File: config.mk
export PLATFORM = sky130hd
export DESIGN_NAME = byte_pattern_search_core
export DESIGN_NICKNAME = d
export VERILOG_FILES = /design/src/sv/bps_pkg.sv /design/src/sv/bps_match.sv /design/src/sv/bps_tracker.sv /design/src/sv/byte_pattern_search_core.sv
export SDC_FILE = /design/constraint.sdc
export NUM_CORES = 1
export LEC_CHECK = 0
export ABC_CLOCK_PERIOD_IN_PS = 18100
export BUFFER_PORTS_ARGS = -buffer_cell sky130_fd_sc_hd__buf_2
export CAP_MARGIN = 30
export CORE_ASPECT_RATIO = 0.6
export CORE_MARGIN = 2
export CORE_UTILIZATION = 55
export DETAILED_ROUTE_END_ITERATION = 6
export GPL_ROUTABILITY_DRIVEN = 0
export PLACE_DENSITY = 0.81
export SKIP_LAST_GASP = 1
export SLEW_MARGIN = 20
export SYNTH_ARGS = -nofsm -noshare
export SYNTH_HDL_FRONTEND = slang
export SYNTH_SLANG_ARGS = --single-unit
File: constraint.sdc
create_clock -name clk -period 18.1 [get_ports clk]
set_input_delay 1.81 -clock clk [delete_from_list [all_inputs] [get_ports clk]]
set_output_delay 1.81 -clock clk [all_outputs]
set_load 0.02 [all_outputs]
File: src/sv/bps_pkg.sv
// Shared constants, types and register indexes for the byte pattern search block.
`default_nettype none
package bps_pkg;

  localparam int MAX_PATTERN_BYTES = 8;
  localparam int POSITION_BITS     = 32;

  localparam int BYTE_BITS       = 8;
  localparam int PATTERN_BITS    = BYTE_BITS * MAX_PATTERN_BYTES;
  localparam int CFG_DATA_BITS   = 64;
  localparam int CFG_INDEX_BITS  = 2;
  localparam int LEN_BITS        = 4;
  localparam int START_BITS      = 32;
  localparam int MATCH_POS_BITS  = 32;
  localparam int HIST_DEPTH      = (MAX_PATTERN_BYTES > 1) ? MAX_PATTERN_BYTES - 1 : 1;
  localparam int PAT_IDX_BITS    = (MAX_PATTERN_BYTES > 1) ? $clog2(MAX_PATTERN_BYTES) : 1;
  localparam int CMP_BITS        = (POSITION_BITS > START_BITS) ? POSITION_BITS : START_BITS;

  typedef enum logic [CFG_INDEX_BITS-1:0] {
    REG_PATTERN_BYTES  = 2'd0,
    REG_PATTERN_LENGTH = 2'd1,
    REG_START_POSITION = 2'd2
  } cfg_reg_t;

  typedef logic [BYTE_BITS-1:0]                         byte_t;
  typedef logic [POSITION_BITS-1:0]                     pos_t;
  typedef logic [HIST_DEPTH-1:0][BYTE_BITS-1:0]         hist_t;
  typedef logic [MAX_PATTERN_BYTES-1:0][BYTE_BITS-1:0]  pattern_t;

  typedef struct packed {
    pattern_t                pattern;
    logic [LEN_BITS-1:0]     length;
    logic [START_BITS-1:0]   start_position;
  } search_cfg_t;

  typedef struct packed {
    logic hit;
    pos_t start;
  } window_match_t;

  typedef struct packed {
    logic                      found;
    logic [MATCH_POS_BITS-1:0] match_position;
  } search_result_t;

endpackage
`default_nettype wire

File: src/sv/bps_match.sv
// Parallel compare of the current byte window against the configured pattern.
`default_nettype none
module bps_match (
  input  var bps_pkg::search_cfg_t   cfg,
  input  var bps_pkg::byte_t         cur_byte,
  input  var bps_pkg::hist_t         history,
  input  var bps_pkg::pos_t          position,
  output var bps_pkg::window_match_t result
);
  import bps_pkg::*;

  logic [LEN_BITS-1:0]          len_eff;
  byte_t                        window [MAX_PATTERN_BYTES];
  logic [MAX_PATTERN_BYTES-1:0] byte_ok;
  logic                         enough;
  pos_t                         start;

  // Clamp length into 1..MAX_PATTERN_BYTES.
  always_comb begin
    if (cfg.length == '0) begin
      len_eff = LEN_BITS'(1);
    end else if (cfg.length > LEN_BITS'(MAX_PATTERN_BYTES)) begin
      len_eff = LEN_BITS'(MAX_PATTERN_BYTES);
    end else begin
      len_eff = cfg.length;
    end
  end

  // Window entry k is the byte k places back from the current one.
  always_comb begin
    window[0] = cur_byte;
    for (int k = 1; k < MAX_PATTERN_BYTES; k++) begin
      window[k] = history[k-1];
    end
  end

  always_comb begin
    logic [LEN_BITS-1:0] pidx;
    for (int k = 0; k < MAX_PATTERN_BYTES; k++) begin
      pidx = len_eff - LEN_BITS'(1) - LEN_BITS'(k);
      if (LEN_BITS'(k) < len_eff) begin
        byte_ok[k] = (cfg.pattern[pidx[PAT_IDX_BITS-1:0]] == window[k]);
      end else begin
        byte_ok[k] = 1'b1;
      end
    end
  end

  assign enough = ({1'b0, position} + (POSITION_BITS+1)'(1)) >= (POSITION_BITS+1)'(len_eff);
  assign start  = position - POSITION_BITS'(len_eff - LEN_BITS'(1));

  assign result.hit   = enough && (&byte_ok) &&
                        (CMP_BITS'(start) >= CMP_BITS'(cfg.start_position));
  assign result.start = start;

endmodule
`default_nettype wire

File: src/sv/bps_tracker.sv
// Per-buffer state: byte history, saturating position and first-match record.
`default_nettype none
module bps_tracker (
  input  var logic                    clk,
  input  var logic                    rst,
  input  var logic                    step,
  input  var logic                    step_last,
  input  var bps_pkg::byte_t          step_byte,
  input  var bps_pkg::window_match_t  window_hit,
  output var bps_pkg::hist_t          history,
  output var bps_pkg::pos_t           position,
  output var bps_pkg::search_result_t result
);
  import bps_pkg::*;

  localparam pos_t POS_MAX = '1;

  logic match_seen;
  pos_t first_start;
  logic match_seen_next;
  pos_t first_start_next;

  always_comb begin
    match_seen_next  = match_seen;
    first_start_next = first_start;
    if (window_hit.hit && !match_seen) begin
      match_seen_next  = 1'b1;
      first_start_next = window_hit.start;
    end
  end

  assign result.found          = match_seen_next;
  assign result.match_position = match_seen_next ? MATCH_POS_BITS'(first_start_next) : '0;

  always_ff @(posedge clk) begin
    if (rst) begin
      history     <= '0;
      position    <= '0;
      match_seen  <= 1'b0;
      first_start <= '0;
    end else if (step) begin
      if (step_last) begin
        history     <= '0;
        position    <= '0;
        match_seen  <= 1'b0;
        first_start <= '0;
      end else begin
        for (int k = HIST_DEPTH - 1; k > 0; k--) begin
          history[k] <= history[k-1];
        end
        history[0]  <= step_byte;
        if (position != POS_MAX) begin
          position <= position + POSITION_BITS'(1);
        end
        match_seen  <= match_seen_next;
        first_start <= first_start_next;
      end
    end
  end

endmodule
`default_nettype wire

File: src/sv/byte_pattern_search_core.sv
// Top level of the streaming byte pattern search block.
//
// Usage: load the pattern over the cfg channel (index 0 pattern bytes, first
// byte in bits 7:0; index 1 pattern length 1..8; index 2 start position) while
// no buffer is in flight; cfg_ready is always high. Then stream buffer bytes
// on the input channel, one byte per transfer, with last_byte set on the
// final byte. Only a match starting at or after the start position counts.
// The transfer that carries last_byte produces exactly one result transfer:
// found and match_position of the first counted match (position 0 if none).
// Other bytes produce no output.
// Timing: a byte is registered at its input transfer and compared from the
// input register; the result register loads when the last byte steps out.
// Throughput: one byte per cycle while no last byte waits on a full, stalled
// result register, set by the single compare stage between the input
// register and the result register.
// Reset clears the configuration to pattern 0, length 1, start 0 and empties
// the per-buffer state and both registers. When the receiver stalls, the
// result holds in the output register; bytes that end no buffer keep flowing,
// and a second last byte waits in the input register until the result drains.
`default_nettype none
module byte_pattern_search_core (
  input  var logic                               clk,
  input  var logic                               rst,
  input  var logic                               cfg_valid,
  output var logic                               cfg_ready,
  input  var logic [bps_pkg::CFG_INDEX_BITS-1:0] cfg_index,
  input  var logic [bps_pkg::CFG_DATA_BITS-1:0]  cfg_data,
  input  var logic                               in_valid,
  output var logic                               in_ready,
  input  var logic [7:0]                         data_byte,
  input  var logic                               last_byte,
  output var logic                               out_valid,
  input  var logic                               out_ready,
  output var logic                               found,
  output var logic [31:0]                        match_position
);
  import bps_pkg::*;

  search_cfg_t    cfg;
  logic           s1_valid;
  byte_t          s1_byte;
  logic           s1_last;
  logic           step;
  hist_t          history;
  pos_t           position;
  window_match_t  window_hit;
  search_result_t result;

  // Configuration: always ready; unknown indexes are dropped.
  assign cfg_ready = 1'b1;

  always_ff @(posedge clk) begin
    if (rst) begin
      cfg.pattern        <= '0;
      cfg.length         <= LEN_BITS'(1);
      cfg.start_position <= '0;
    end else if (cfg_valid) begin
      unique case (cfg_reg_t'(cfg_index))
        REG_PATTERN_BYTES:  cfg.pattern        <= cfg_data[PATTERN_BITS-1:0];
        REG_PATTERN_LENGTH: cfg.length         <= cfg_data[LEN_BITS-1:0];
        REG_START_POSITION: cfg.start_position <= cfg_data[START_BITS-1:0];
        default: ;
      endcase
    end
  end

  // Advance the held byte unless it ends a buffer and the result slot is full and stalled.
  assign step     = s1_valid && (!s1_last || !out_valid || out_ready);
  assign in_ready = !s1_valid || step;

  always_ff @(posedge clk) begin
    if (rst) begin
      s1_valid <= 1'b0;
    end else if (in_ready) begin
      s1_valid <= in_valid;
    end
  end

  always_ff @(posedge clk) begin
    if (in_valid && in_ready) begin
      s1_byte <= data_byte;
      s1_last <= last_byte;
    end
  end

  bps_match u_match (
    .cfg      (cfg),
    .cur_byte (s1_byte),
    .history  (history),
    .position (position),
    .result   (window_hit)
  );

  bps_tracker u_tracker (
    .clk        (clk),
    .rst        (rst),
    .step       (step),
    .step_last  (s1_last),
    .step_byte  (s1_byte),
    .window_hit (window_hit),
    .history    (history),
    .position   (position),
    .result     (result)
  );

  // Result register: load on a finished buffer, drop after the transfer.
  always_ff @(posedge clk) begin
    if (rst) begin
      out_valid <= 1'b0;
    end else if (step && s1_last) begin
      out_valid <= 1'b1;
    end else if (out_ready) begin
      out_valid <= 1'b0;
    end
  end

  always_ff @(posedge clk) begin
    if (step && s1_last) begin
      found          <= result.found;
      match_position <= result.match_position;
    end
  end

endmodule
`default_nettype wire

Word-level counts from Yosys, hierarchy flattened
Index checks and enable logic that the tools add are counted.

Register bits: 265. Output and inout port bits: 36.

$add $sub $neg: 12. $lt $le $gt $ge: 19. Eq/ne operators: 11. Mux-type cells: 35. Reductions and logical operators: 22.

Operator list (number): $bmux W8 S3 (8); $mux W32 (4); $eq A8 B8 Y1 (8); $mux W8 (8); $mux W56 (1); $add A32 B1 Y33 const B (1); $ge A33 B4 Y1 (1); $add A32 B1 Y32 const B (1); $ge A32 B32 Y1 (1); $lt A3 B4 Y1 const B (8); $ne A32 B32 Y1 const B (1); $sub A32 B32 Y32 (1); $lt A3 B4 Y1 const A (4); $mux W1 (12); $sub A3 B3 Y3 const B (4); $lt A1 B4 Y1 const A (2); $lt A2 B4 Y1 const A (2); $mux W4 (2); $reduce_and A2 Y1 (4); $reduce_and A8 Y1 (1); $logic_and A1 B1 Y1 (6); $sub A3 B1 Y3 const B (2); $sub A3 B2 Y3 const B (2); $sub A4 B1 Y5 const B (1); other kinds (8) (14).

Longest topological paths before layout
Depth in word-level cells: 15. Mapped depth: 32. Depth with buffers taken out: 26.

Cells and area by module
Synthesis repeated with hierarchy kept, for this count alone.

Cells, all modules: 1918. Area, all modules: 17571.9 um2.

Modules (own cells, without submodules): bps_match (times used 1, cells each 825, area an instance 6565.0 um2, sequential area each 0.0 um2); byte_pattern_search_core (times used 1, cells each 456, area an instance 5602.9 um2, sequential area each 3303.2 um2); bps_tracker (times used 1, cells each 637, area an instance 5403.9 um2, sequential area each 2422.3 um2).

Worst setup path after synthesis
No wires, ideal clock.

Kind: reg2reg. From: register cfg[33] (netlist name). To: register match_position[31] (data pin). Setup time: 0.256 ns. Data arrival time: 7.392 ns. Path slack: 10.451 ns. Stages on the path, launching flop included: 33. Path buffers: 6. Clock period less this slack: 7.649 ns. Cells stage by stage: dfxtp_1 buf_2 o21bai_1 nand2_1 inv_2 buf_1 ha_1 buf_2 inv_2 buf_1 clkbuf_1 ha_1 and3b_1 a2111oi_0 nand4b_1 nand3_1 nand4_1 and2_1 a41oi_1 mux2i_1 nor2_1 ha_1 a21o_1 a21o_1 a21o_1 a21o_1 a21oi_1 o2111ai_1 a31oi_1 or3_1 nor2_4 buf_2 a22o_1.

Word-level cells in the longest chain between the ends: 14.

Ends and longest elaborated chain: $gt A4 B4 Y1 (RTL line bps_match.sv:22) `end else if (cfg.length > LEN_BITS'(MAX_PATTERN_BYTES)) begin`; $mux W4 (RTL line bps_match.sv:22); $mux W4 * (RTL line bps_match.sv:20) `if (cfg.length == '0) begin`; branches (longest 11 deep; another with $sub A32 B32 Y32); end signal: assignment (RTL line byte_pattern_search_core.sv:120) `match_position <= result.match_position;`; end: declaration (RTL line byte_pattern_search_core.sv:35) `output var logic [31:0] match_position`.

Mark *: on every way between the ends. The select of a mux whose other input is x is not followed. A chain may end at the register's enable or synchronous reset.

Final worst setup path
From: register cfg[35] (netlist name). To: register u_tracker.first_start[11].

Word-level cells in the longest chain between the ends: 15.

Ends and longest elaborated chain: $gt A4 B4 Y1 (RTL line bps_match.sv:22); $mux W4 (RTL line bps_match.sv:22); $mux W4 * (RTL line bps_match.sv:20); branches (longest 10 deep; another with $sub A32 B32 Y32); $mux W32 * (RTL line bps_tracker.sv:26) `if (window_hit.hit && !match_seen) begin`; $mux W32 * (RTL line bps_tracker.sv:42) `if (step_last) begin`; end signal: assignment (RTL line bps_tracker.sv:56) `first_start <= first_start_next;`; end: declaration (RTL line bps_tracker.sv:19) `pos_t first_start;`.

Marks and branches as above.

==> load_flow_metrics.sql <==
INSERT INTO impl_metrics (metric_group, metric, value, unit) VALUES
('outcome', 'status', 'finished, violations left', ''),
('outcome', 'failed_checks', 'DRC', ''),
('synthesis', 'synth.mux.area_fraction', '0.0803', ''),
('final_layout', 'area_delta_synth_final', '9.76', '%'),
('placed_design', 'post_placement_cell_count', '2635', ''),
('grt', 'gr-total-overflow', '0', ''),
('final_layout', 'n_antenna_cell', '0', ''),
('synthesis', 'synth_area_per_cell', '8.43', 'um2'),
('worst_setup_path', 'worst_ep_arrival_time', '8900', 'ps'),
('routing', 'detail_route.drc_violations', '26', ''),
('final_layout', 'finish.net_count', '2367', ''),
('clock_tree', 'post_cts_resize_count', '0', ''),
('timing', 'fmax', '118', 'MHz'),
('timing', 'hold_ws', '460', 'ps'),
('worst_setup_path', 'crit_path_max_fanout', '34', ''),
('worst_setup_path', 'required', '18510', 'ps'),
('clock_tree', 'clock_slew_seen_by_the_registers_of_the_worst_setup_and_hold_paths', '70', 'ps'),
('routing', 'final_antenna_net_count', '0', ''),
('final_layout', 'final_cell_count_no_fill', '2688', ''),
('timing', 'post-route-worst-setup-slack', '9610', 'ps'),
('clock_tree', 'clk_latency', '560', 'ps'),
('timing', 'final_max_slew_viol_count', '0', ''),
('final_layout', 'final_cell_area', '20300', 'um2'),
('grt', 'gr-usage-all-layers', '0.344', ''),
('routing', 'routed_wirelength', '62400', 'um'),
('die', 'fp.dieArea', '35100', 'um2'),
('timing', 'grt_setup_unrepaired', 'no', ''),
('power_and_ir_drop', 'power.density_cell_area', '72.0', 'nW/um2'),
('worst_hold_path', 'min_path_type', 'register to register', ''),
('synthesis', 'synth_compound_area_frac', '0.237', ''),
('final_layout', 'num-fill-cells', '2795', ''),
('synthesis', 'synth.cell_area', '18500', 'um2'),
('clock_tree', 'cts.root.buffer_cell', 'sky130_fd_sc_hd__clkbuf_16', ''),
('power_and_ir_drop', 'power.static_leakage', '7.62', 'nW'),
('routing', 'drt_pre_antenna_iters', '7', ''),
('timing', 'worst-slew-pin-transition', '1090', 'ps'),
('placed_design', 'post-place-ws', '9870', 'ps'),
('synthesis', 'synth_edf_count', '42', ''),
('flow_run', 'cap_viol_max_count', '0', ''),
('synthesis', 'top_cells_by_area_synth', 'sky130_fd_sc_hd__dfxtp_1, sky130_fd_sc_hd__edfxtp_1, sky130_fd_sc_hd__nand2_1', ''),
('synthesis', 'synth_area_leader_cell', 'sky130_fd_sc_hd__dfxtp_1', ''),
('synthesis', 'yosys.area_share.adder', '0.0472', ''),
('timing', 'worst_slew_margin_rel', '0.271', ''),
('synthesis', 'synth.yosys.seq_area_share', '0.310', ''),
('synthesis', 'synth_async_sr_flop_share', '0', ''),
('routing', 'detail_route.vias_per_cell', '6.74', ''),
('die', 'initial_core_util', '0.564', ''),
('clock_tree', 'cts_tree', 'built', ''),
('synthesis', 'post_synth_inst_count', '2191', ''),
('synthesis', 'ys_seq_elements', '265', ''),
('timing', 'setup_tns', '0', 'ps'),
('grt', 'antenna_found_initial', '0', ''),
('clock_tree', 'number_of_setup_buffers_added_after_cts', '0', ''),
('worst_setup_path', 'critical_path_class', 'register to register', ''),
('timing', 'timing.final.setup_violations', '0', ''),
('synthesis', 'yosysWarnings', '0', ''),
('routing', 'detailroute.via_count', '18118', ''),
('synthesis', 'synth_top_family_by_area', 'compound AO/OA/AOI/OAI gates', ''),
('worst_setup_path', 'critPathLaunchType', 'register', ''),
('synthesis', 'yosys.area_share.xor_xnor', '0.0526', ''),
('final_layout', 'final_layout_size_suffix_gt1_frac', '0.130', ''),
('clock_tree', 'cts_hold_repair.buffers', '0', ''),
('routing', 'drt-initial-drc-count', '3507', ''),
('clock_tree', 'clock_sinks', '265', ''),
('synthesis', 'synth-simple-area-share', '0.214', ''),
('die', 'placementRows', '51', ''),
('placed_design', 'post-dp-hpwl', '45400', 'um'),
('die', 'coreArea', '32700', 'um2'),
('timing', 'final-hold-violation-count', '0', ''),
('synthesis', 'synth_ff_type', 'sky130_fd_sc_hd__dfxtp_1', ''),
('synthesis', 'yosysTopAreaCellShare', '0.242', '');
-- final cells by class --
| class | count | area (um2) | share of cell area |
|---|---|---|---|
| clock buffers | 35 | 746 | 0.0368 |
| clock inverters | 13 | 200 | 0.00988 |
| inverters | 94 | 353 | 0.0174 |
| multi-input cells | 1684 | 11800 | 0.582 |
| flip-flops and latches | 265 | 5730 | 0.283 |
| well taps | 450 | 563 | 0.0278 |
| repair buffers | 147 | 877 | 0.0433 |
-- kinds of logic after synthesis --
family / Yosys count
and+or+nand+nor: 767
AOI/OAI and AO/OA: 602
buffers and inverters: 270
adders and majority gates: 69
DFF: 265
other: 1
xor gates and xnor gates: 111
muxes: 106
-- power breakdown --
part | switching, mW | internal, mW
sequential | 0.0151 | 0.609
combinational | 0.149 | 0.0772
clock | 0.247 | 0.361
-- state kept, by name, indices dropped and copies added, names as in the netlist --
| register | cells |
|---|---|
| out_valid | 1 |
| s1_valid | 1 |
| u_tracker.match_seen | 1 |
| cfg | 100 |
| u_tracker.position | 32 |
| match_position | 32 |
| s1_byte | 8 |
| u_tracker.first_start | 32 |
| u_tracker.history | 56 |
| s1_last | 1 |
| found | 1 |
-- critical path, cell delays in order (launching register included) --
cell and delay, ps:
sky130_fd_sc_hd__dfxtp_2 620, sky130_fd_sc_hd__clkinv_1 340, sky130_fd_sc_hd__nand2_1 180, sky130_fd_sc_hd__inv_2 220
sky130_fd_sc_hd__ha_2 340, sky130_fd_sc_hd__inv_2 490, sky130_fd_sc_hd__ha_1 360, sky130_fd_sc_hd__and3b_1 190
sky130_fd_sc_hd__a2111oi_0 840, sky130_fd_sc_hd__nand4b_1 270, sky130_fd_sc_hd__nand3_1 220, sky130_fd_sc_hd__nand4_1 180
sky130_fd_sc_hd__and2_1 250, sky130_fd_sc_hd__a211o_1 290, sky130_fd_sc_hd__xnor2_1 460, sky130_fd_sc_hd__inv_1 100
sky130_fd_sc_hd__ha_1 320, sky130_fd_sc_hd__nand4_1 150, sky130_fd_sc_hd__nor4_1 480, sky130_fd_sc_hd__o21ai_0 200
sky130_fd_sc_hd__o2111ai_1 170, sky130_fd_sc_hd__a31oi_2 70, sky130_fd_sc_hd__buf_4 250, sky130_fd_sc_hd__or3_1 450
sky130_fd_sc_hd__nor2_4 660, sky130_fd_sc_hd__o21ai_0 210
-- layout by cell type (no fill, tap or decap), types with 66 or more instances in the layout --
master	instances
sky130_fd_sc_hd__ha_1	67
sky130_fd_sc_hd__nand2_1	331
sky130_fd_sc_hd__buf_2	114
sky130_fd_sc_hd__inv_1	89
sky130_fd_sc_hd__nand3b_1	82
sky130_fd_sc_hd__xnor2_1	69
sky130_fd_sc_hd__dfxtp_1	220
sky130_fd_sc_hd__mux2i_1	66
sky130_fd_sc_hd__nor2_1	66
sky130_fd_sc_hd__a21oi_1	235
-- Yosys cell counts (33+ instances only) --
cell / number
sky130_fd_sc_hd__nand3b_1: 82
sky130_fd_sc_hd__a21o_1: 36
sky130_fd_sc_hd__mux2i_1: 66
sky130_fd_sc_hd__mux4_2: 33
sky130_fd_sc_hd__nand2_1: 332
sky130_fd_sc_hd__inv_1: 89
sky130_fd_sc_hd__a32oi_1: 57
sky130_fd_sc_hd__nand3_1: 43
sky130_fd_sc_hd__clkbuf_1: 133
sky130_fd_sc_hd__edfxtp_1: 42
sky130_fd_sc_hd__nor2_1: 66
sky130_fd_sc_hd__nor2b_1: 64
sky130_fd_sc_hd__a21oi_1: 236
sky130_fd_sc_hd__o21ai_0: 59
sky130_fd_sc_hd__ha_1: 68
sky130_fd_sc_hd__xnor2_1: 69
sky130_fd_sc_hd__dfxtp_1: 223
sky130_fd_sc_hd__xor2_1: 42
-- metal layers --
layer / up-vias / track usage / routed length [um]
met5: - / 0.00826 / 12
met1: 8593 / 0.512 / 26100
li1: 8057 / - / -
met2: 1306 / 0.427 / 22700
met3: 160 / 0.171 / 11700
met4: 2 / 0.0832 / 1890
-- path summary, 6_finish.rpt --
path | start | endpoint | slack (ps) | depth (start not counted)
max reg2reg | cfg[35] | u_tracker.first_start[11] | 9610 | 25
max | cfg[35] | u_tracker.first_start[11] | 9610 | 25
min | cfg[23] | cfg[23] | 460 | 2
min reg2reg | cfg[23] | cfg[23] | 460 | 2
No activity file was read; power rests on OpenSTA's default activity.
